File: config.mk
export PLATFORM = sky130hd
export DESIGN_NAME = bcs_cell
export DESIGN_NICKNAME = d
export VERILOG_FILES = /design/src/hdl/bcs_pkg.sv /design/src/hdl/bcs_cell.sv
export SDC_FILE = /design/constraint.sdc
export NUM_CORES = 2
export LEC_CHECK = 0
export ABC_AREA = 1
export CORE_UTILIZATION = 23
export CTS_CLUSTER_DIAMETER = 30
export DETAILED_ROUTE_END_ITERATION = 10
export DONT_BUFFER_PORTS = 1
export GPL_TIMING_DRIVEN = 0
export PLACE_DENSITY = 0.41
export SKIP_LAST_GASP = 1
export SYNTH_ARGS = -nofsm -noshare
export SYNTH_HDL_FRONTEND = slang
export SYNTH_SLANG_ARGS = --single-unit
File: constraint.sdc
create_clock -name aclk -period 7.5 [get_ports aclk]
set_input_delay 0 -clock aclk [delete_from_list [all_inputs] [get_ports aclk]]
set_output_delay 0 -clock aclk [all_outputs]
set_load 0.02 [all_outputs]
File: src/hdl/bcs_pkg.sv
// Shared types, codes and fixed-point helpers for the bouncing circle sprite engine.
// Used by bcs_cell and bouncing_circle_sprite_engine; depends on nothing.
`default_nettype none

package bcs_pkg;

    // Default configuration
    localparam int CIRCLE_COUNT_DEF  = 3;
    localparam int SCREEN_COLS_DEF   = 80;
    localparam int SCREEN_ROWS_DEF   = 24;
    localparam int FRACTION_BITS_DEF = 8;

    // Internal widths, sized for the largest screen and fraction settings
    localparam int SW    = 21;  // signed span / position arithmetic
    localparam int D_W   = 21;  // signed pixel-to-center distance
    localparam int SQ_W  = 2 * D_W;
    localparam int CR_W  = 10;  // ceil(radius) in whole pixels
    localparam int CMP_W = 46;  // squared distance vs. squared limit

    localparam logic signed [SW-1:0] SAT_HI = SW'(32767);
    localparam logic signed [SW-1:0] SAT_LO = -SW'(32768);

    typedef enum logic [1:0] {
        OP_QUERY = 2'd0,
        OP_TICK  = 2'd1,
        OP_LOAD  = 2'd2,
        OP_NONE  = 2'd3
    } op_t;

    // Command broadcast from the controller to every cell
    typedef struct packed {
        logic               query;
        logic               load;
        logic               bounce;
        logic               advance;
        logic [6:0]         col;
        logic [4:0]         row;
        logic [1:0]         slot;
        logic signed [15:0] pos_x;
        logic signed [15:0] pos_y;
        logic [12:0]        radius;
        logic signed [15:0] vel_x;
        logic signed [15:0] vel_y;
    } cmd_t;

    // Hit word handed from cell to cell
    typedef struct packed {
        logic       found;
        logic [1:0] idx;
    } hit_t;

    typedef struct packed {
        logic signed [15:0] pos;
        logic signed [15:0] vel;
    } axis_t;

    // Saturate a wide signed value to 16 bits
    function automatic logic signed [15:0] sat16(input logic signed [SW-1:0] x);
        logic signed [15:0] r;
        if (x > SAT_HI) begin
            r = 16'sh7FFF;
        end else if (x < SAT_LO) begin
            r = 16'sh8000;
        end else begin
            r = x[15:0];
        end
        return r;
    endfunction

    // Negate with saturation
    function automatic logic signed [15:0] neg_sat16(input logic signed [15:0] v);
        logic signed [15:0] r;
        if (v == 16'sh8000) begin
            r = 16'sh7FFF;
        end else begin
            r = -v;
        end
        return r;
    endfunction

    // Reflect off the low wall, then the high wall; the high-wall test uses the position after the low-wall reflection
    function automatic axis_t bounce(input logic signed [15:0] pos,
                                     input logic signed [15:0] vel,
                                     input logic [12:0]        rad,
                                     input logic signed [SW-1:0] span);
        logic signed [SW-1:0] p;
        logic signed [SW-1:0] r;
        logic signed [SW-1:0] hi_sum;
        logic                 low;
        logic                 high;
        logic signed [15:0]   v1;
        axis_t                res;
        p      = SW'(pos);
        r      = SW'(rad);
        low    = (p - r) <= SW'(0);
        hi_sum = low ? (r + r) : (p + r);
        high   = hi_sum >= span;
        v1     = low ? neg_sat16(vel) : vel;
        res.vel = high ? neg_sat16(v1) : v1;
        if (high) begin
            res.pos = sat16(span - r);
        end else if (low) begin
            res.pos = r[15:0];
        end else begin
            res.pos = pos;
        end
        return res;
    endfunction

    // Add velocity to position with 16-bit saturation
    function automatic logic signed [15:0] advance16(input logic signed [15:0] pos,
                                                     input logic signed [15:0] vel);
        logic signed [16:0] s;
        logic signed [15:0] r;
        s = {pos[15], pos} + {vel[15], vel};
        if (s[16] != s[15]) begin
            r = s[16] ? 16'sh8000 : 16'sh7FFF;
        end else begin
            r = s[15:0];
        end
        return r;
    endfunction

endpackage

`default_nettype wire

File: src/hdl/bcs_cell.sv
// One circle of the sprite table: its state, motion update and coverage test.
// Passes the hit word on to the next cell every cycle. Depends on bcs_pkg.
`default_nettype none

module bcs_cell #(
    parameter int IDX           = 0,
    parameter int SCREEN_COLS   = bcs_pkg::SCREEN_COLS_DEF,
    parameter int SCREEN_ROWS   = bcs_pkg::SCREEN_ROWS_DEF,
    parameter int FRACTION_BITS = bcs_pkg::FRACTION_BITS_DEF
) (
    input  wire logic          aclk,
    input  wire logic          aresetn,
    input  wire bcs_pkg::cmd_t cmd,
    input  wire bcs_pkg::hit_t chain_in,
    output bcs_pkg::hit_t      chain_out
);

    localparam logic signed [bcs_pkg::SW-1:0] SPAN_X =
        bcs_pkg::SW'(SCREEN_COLS * (2 ** FRACTION_BITS));
    localparam logic signed [bcs_pkg::SW-1:0] SPAN_Y =
        bcs_pkg::SW'(SCREEN_ROWS * (2 ** FRACTION_BITS));
    localparam logic [13:0] RND = 14'((2 ** FRACTION_BITS) - 1);

    // Circle state
    logic signed [15:0] cx_reg, cx_next;
    logic signed [15:0] cy_reg, cy_next;
    logic [12:0]        rad_reg, rad_next;
    logic signed [15:0] vx_reg, vx_next;
    logic signed [15:0] vy_reg, vy_next;

    // Coverage pipeline
    logic signed [bcs_pkg::D_W-1:0]  dx_reg, dy_reg;
    logic [bcs_pkg::CR_W-1:0]        cr_reg;
    logic signed [bcs_pkg::SQ_W-1:0] sqx_reg, sqy_reg;
    logic [2*bcs_pkg::CR_W-1:0]      crsq_reg;
    logic                            hit_reg;
    bcs_pkg::hit_t                   chain_reg, chain_next;

    logic                            slot_match;
    bcs_pkg::axis_t                  bx, by;
    logic signed [bcs_pkg::D_W-1:0]  px, py;
    logic [13:0]                     rad_up;
    logic [bcs_pkg::CMP_W-1:0]       d2, lim;

    assign slot_match = cmd.load && (5'(cmd.slot) == 5'(IDX));

    // Load, bounce and advance
    always_comb begin
        bx      = bcs_pkg::bounce(cx_reg, vx_reg, rad_reg, SPAN_X);
        by      = bcs_pkg::bounce(cy_reg, vy_reg, rad_reg, SPAN_Y);
        cx_next = cx_reg;
        cy_next = cy_reg;
        rad_next = rad_reg;
        vx_next = vx_reg;
        vy_next = vy_reg;
        if (slot_match) begin
            cx_next  = cmd.pos_x;
            cy_next  = cmd.pos_y;
            rad_next = cmd.radius;
            vx_next  = cmd.vel_x;
            vy_next  = cmd.vel_y;
        end else if (cmd.bounce) begin
            cx_next = bx.pos;
            vx_next = bx.vel;
            cy_next = by.pos;
            vy_next = by.vel;
        end else if (cmd.advance) begin
            cx_next = bcs_pkg::advance16(cx_reg, vx_reg);
            cy_next = bcs_pkg::advance16(cy_reg, vy_reg);
        end
    end

    always_ff @(posedge aclk) begin
        if (!aresetn) begin
            cx_reg  <= '0;
            cy_reg  <= '0;
            rad_reg <= '0;
            vx_reg  <= '0;
            vy_reg  <= '0;
        end else begin
            cx_reg  <= cx_next;
            cy_reg  <= cy_next;
            rad_reg <= rad_next;
            vx_reg  <= vx_next;
            vy_reg  <= vy_next;
        end
    end

    // Distance and rounded-up radius
    always_comb begin
        px     = bcs_pkg::D_W'(cmd.col) <<< FRACTION_BITS;
        py     = bcs_pkg::D_W'(cmd.row) <<< FRACTION_BITS;
        rad_up = 14'(rad_reg) + RND;
    end

    always_ff @(posedge aclk) begin
        if (cmd.query) begin
            dx_reg <= px - bcs_pkg::D_W'(cx_reg);
            dy_reg <= py - bcs_pkg::D_W'(cy_reg);
            cr_reg <= bcs_pkg::CR_W'(rad_up >> FRACTION_BITS);
        end
        // Square terms
        sqx_reg  <= dx_reg * dx_reg;
        sqy_reg  <= dy_reg * dy_reg;
        crsq_reg <= cr_reg * cr_reg;
        // Compare
        hit_reg  <= d2 < lim;
    end

    always_comb begin
        d2  = bcs_pkg::CMP_W'(unsigned'(sqx_reg)) + bcs_pkg::CMP_W'(unsigned'(sqy_reg));
        lim = bcs_pkg::CMP_W'(crsq_reg) << (2 * FRACTION_BITS);
    end

    // Keep the earlier cell's hit, else offer our own
    always_comb begin
        if (chain_in.found) begin
            chain_next = chain_in;
        end else if (hit_reg) begin
            chain_next.found = 1'b1;
            chain_next.idx   = 2'(IDX);
        end else begin
            chain_next = '0;
        end
    end

    always_ff @(posedge aclk) begin
        if (!aresetn) begin
            chain_reg <= '0;
        end else begin
            chain_reg <= chain_next;
        end
    end

    assign chain_out = chain_reg;

endmodule

`default_nettype wire
==> results.ini <==
[run_status]
status = finished, final reports clean

[min_path]
min_path_cells = 3
hold_path.startpoint = aresetn
hold_class = in2reg
whs_endpoint = vy_reg[12]

[synth]
synth_adder_area_share_pct = 42.2
async_flop_share_pct = 0
synth_top_family_by_area = adder cells
yosysMostFrequentCell = inv_1
yosysWarnings = 0
ys_top_cells_by_count = inv_1 (1154), nand2_1 (867), fa_1 (548)
synth_simple_gate_area_share_pct = 16.5
synth_compound_area_share_pct = 9.79
synth.cell_area_um2 = 36000
mappedNetlistNets = 5627
syn-instance-count = 4643
synth_cell_types = 60
synth-xor-area-share_pct = 5.67
synthFlopType = dfxtp_1
ys_seq_area_share_pct = 12.0
synth.avg_cell_area_um2 = 7.75
synth_seq_cells = 196
synth_mux_area_share_pct = 0
yosysTopAreaCellShare_pct = 30.5
synth_top_cell_by_area = fa_1
synth-edff-count = 40
yosys-top-cells-area = fa_1 (30%), inv_1 (12%), ha_1 (12%)

[floorplan]
rows = 144
fp.dieW_um = 398
die_y_um = 398
coreArea_um2 = 155000
ios = 103
die_area_um2 = 158000
start_util_pct = 23.3

[routing]
wl_um = 113000
via_count = 29389
viasPerCell = 4.30
routedWlPerCell_um = 16.5
drt_iter0_drc = 1379
ant_nets = 0
drcViolationCount = 0
dr.pass1.iters = 5

[grt]
use_met1_pct = 18.3
grt_use_met2_pct = 26.3
grtUsageTotal_pct = 14.6
antenna_found_initial = 9
grt_use_met3_pct = 1.53
grt_overflow_total = 0
grt_pass1_wl_um = 179000
grt_pass1_vias = 31224
grt_max_degree = 41
top_usage_layer = met2

[worst_setup_path]
critPathBufInv = 4
max_stage_delay_ns = 0.73
r2r_start = dx_reg[12]
path_cells = clkbuf_2 -> nand2_1 -> fa_1 -> fa_1 -> fa_1 -> inv_1 -> fa_1 -> fa_1 -> inv_1 -> fa_1 -> inv_1 -> ha_1 -> nand4_1 -> nor3_1 -> a21oi_2 -> o21ai_1 -> a21oi_1 -> o21bai_1 -> nand2_1 -> nand2_1 -> a21oi_1 -> nor2_1 -> nor2_1 -> xor2_1
start_kind = flip-flop
rr_worst_depth = 24
end_kind = flip-flop
crit_slowest_cell = edfxtp_1
crit_family = adder cells
cp_common_cell = fa_1
r2r_slack_ns = 0.45
path_max_fanout = 10
criticalPathCategory = reg2reg
r2r_end = sqx_reg[32]
cp.required_ns = 7.90
cp.arrival_ns = 7.45

[clock_network]
root_buffer = clkbuf_16
htreeDepth = 4
cts_sinks = 196
clkTransAtPathRegs_ns = 0.09
cts.path.max_buffers = 2
insertion_delay_ns = 0.51
numCtsBuffers = 17
cts_tree = done

[placed_design]
numPortBuffers = 0
placed_area_um2 = 38500
place_hpwl_um = 97100
globalplace.congestion = 0.882
dp_cells = 6687

[sta]
fmax_mhz = 142
finClkSkew_ns = 0.0228
slew_viol_final = 0
worst_hold_slack_ns = 0.0336
final_hold_viol_count = 0
tightest_slew_ns = 1.04
relSlewSlack_pct = 30.8
rsz0062_at_grt = false
setup_violations = 0
period_share_pct = 94.0
period_minus_slack_ns = 7.05

[cells_and_area]
fin_nets = 5755
stdcell_count = 6831
area_growth_pct = 12.3
drive_gt1_share_pct = 4.08
final_area_um2 = 40400
post-route-util_pct = 26.1

[run]
maxCapViolations = 0

[layer usage]
metal  vias up  routed length [um]
li1      14422                   -
met1     14369               50100
met2       451               56700
met3       139                2990
met4         8                3210
met5         -                  57
[worst max-delay path by stage]
stage | startpoint | to | slack, ns | depth (start not counted)
after global routing | dx_reg[5] | sqx_reg[32] | 0.005 | 25
after CTS | dy_reg[1] | sqy_reg[40] | 0.02 | 29
after floorplan | dy_reg[16] | sqy_reg[31] | 1.29 | 21
after global placement | dy_reg[7] | sqy_reg[30] | -0.33 | 26
after detailed placement | dy_reg[5] | sqy_reg[30] | -0.33 | 23
final | dx_reg[12] | sqx_reg[32] | 0.45 | 24
[placed cells by master, fill, tap and decap left out, drive strengths merged, types with 112 or more instances in the layout]
| cell | instances |
|---|---|
| fa | 548 |
| nor2 | 243 |
| xor2 | 165 |
| inv | 1170 |
| nand2 | 890 |
| a21oi | 278 |
| dfxtp | 156 |
| dlygate4sd3 | 117 |
| o21ai | 189 |
| nand3 | 159 |
| ha | 336 |
| clkbuf | 112 |
[stage by stage]
| stage | TNS, ns | setup slack (ns) |
|---|---|---|
| global route | 0 | 0.00534 |
| finish | 0 | 0.446 |
| floorplan | 0 | 1.29 |
| detailed placement | -1.30 | -0.326 |
| global placement | -1.17 | -0.332 |
| CTS | 0 | 0.0195 |
[worst reg2reg max path, delay by kind of cell (launching register included)]
family                     cells  cell delay [ns]
DFF                            1             0.73
AOI/OAI and AO/OA              5             1.00
xor gates and xnor gates       1             0.14
and+or+nand+nor                7             0.90
buffers and inverters          4             0.67
adders and majority gates      7             3.55
[layout make-up]
| type | count | area [um^2] |
|---|---|---|
| plain buffers | 125 | 609 |
| multi-input cells | 3145 | 26700 |
| well taps | 2044 | 2560 |
| repair buffers | 119 | 1210 |
| inverters | 1167 | 4380 |
| diodes | 3 | 7.51 |
| fillers | 17091 | 114000 |
| clock inverters | 14 | 154 |
| flip-flops and latches | 196 | 4320 |
| clock buffers | 18 | 450 |
[kinds of logic after synthesis]
| group | after synthesis |
|---|---|
| DFF | 196 |
| adders and majority gates | 884 |
| AOI/OAI and AO/OA | 616 |
| xor gates and xnor gates | 233 |
| buffers and inverters | 1302 |
| and+or+nand+nor | 1412 |
[what timing repair did]
action / 4_1_cts / 5_1_grt
gates resized for setup: 24 / 50
buffers inserted: 0 / 1
endpoints found under the hold margin: 136 / 0
hold buffers: 118 / 0
setup endpoints to repair: 8 / 10
Power is not shown: default switching activity piles up to over one toggle a cycle in this logic, so the estimate is an artifact.
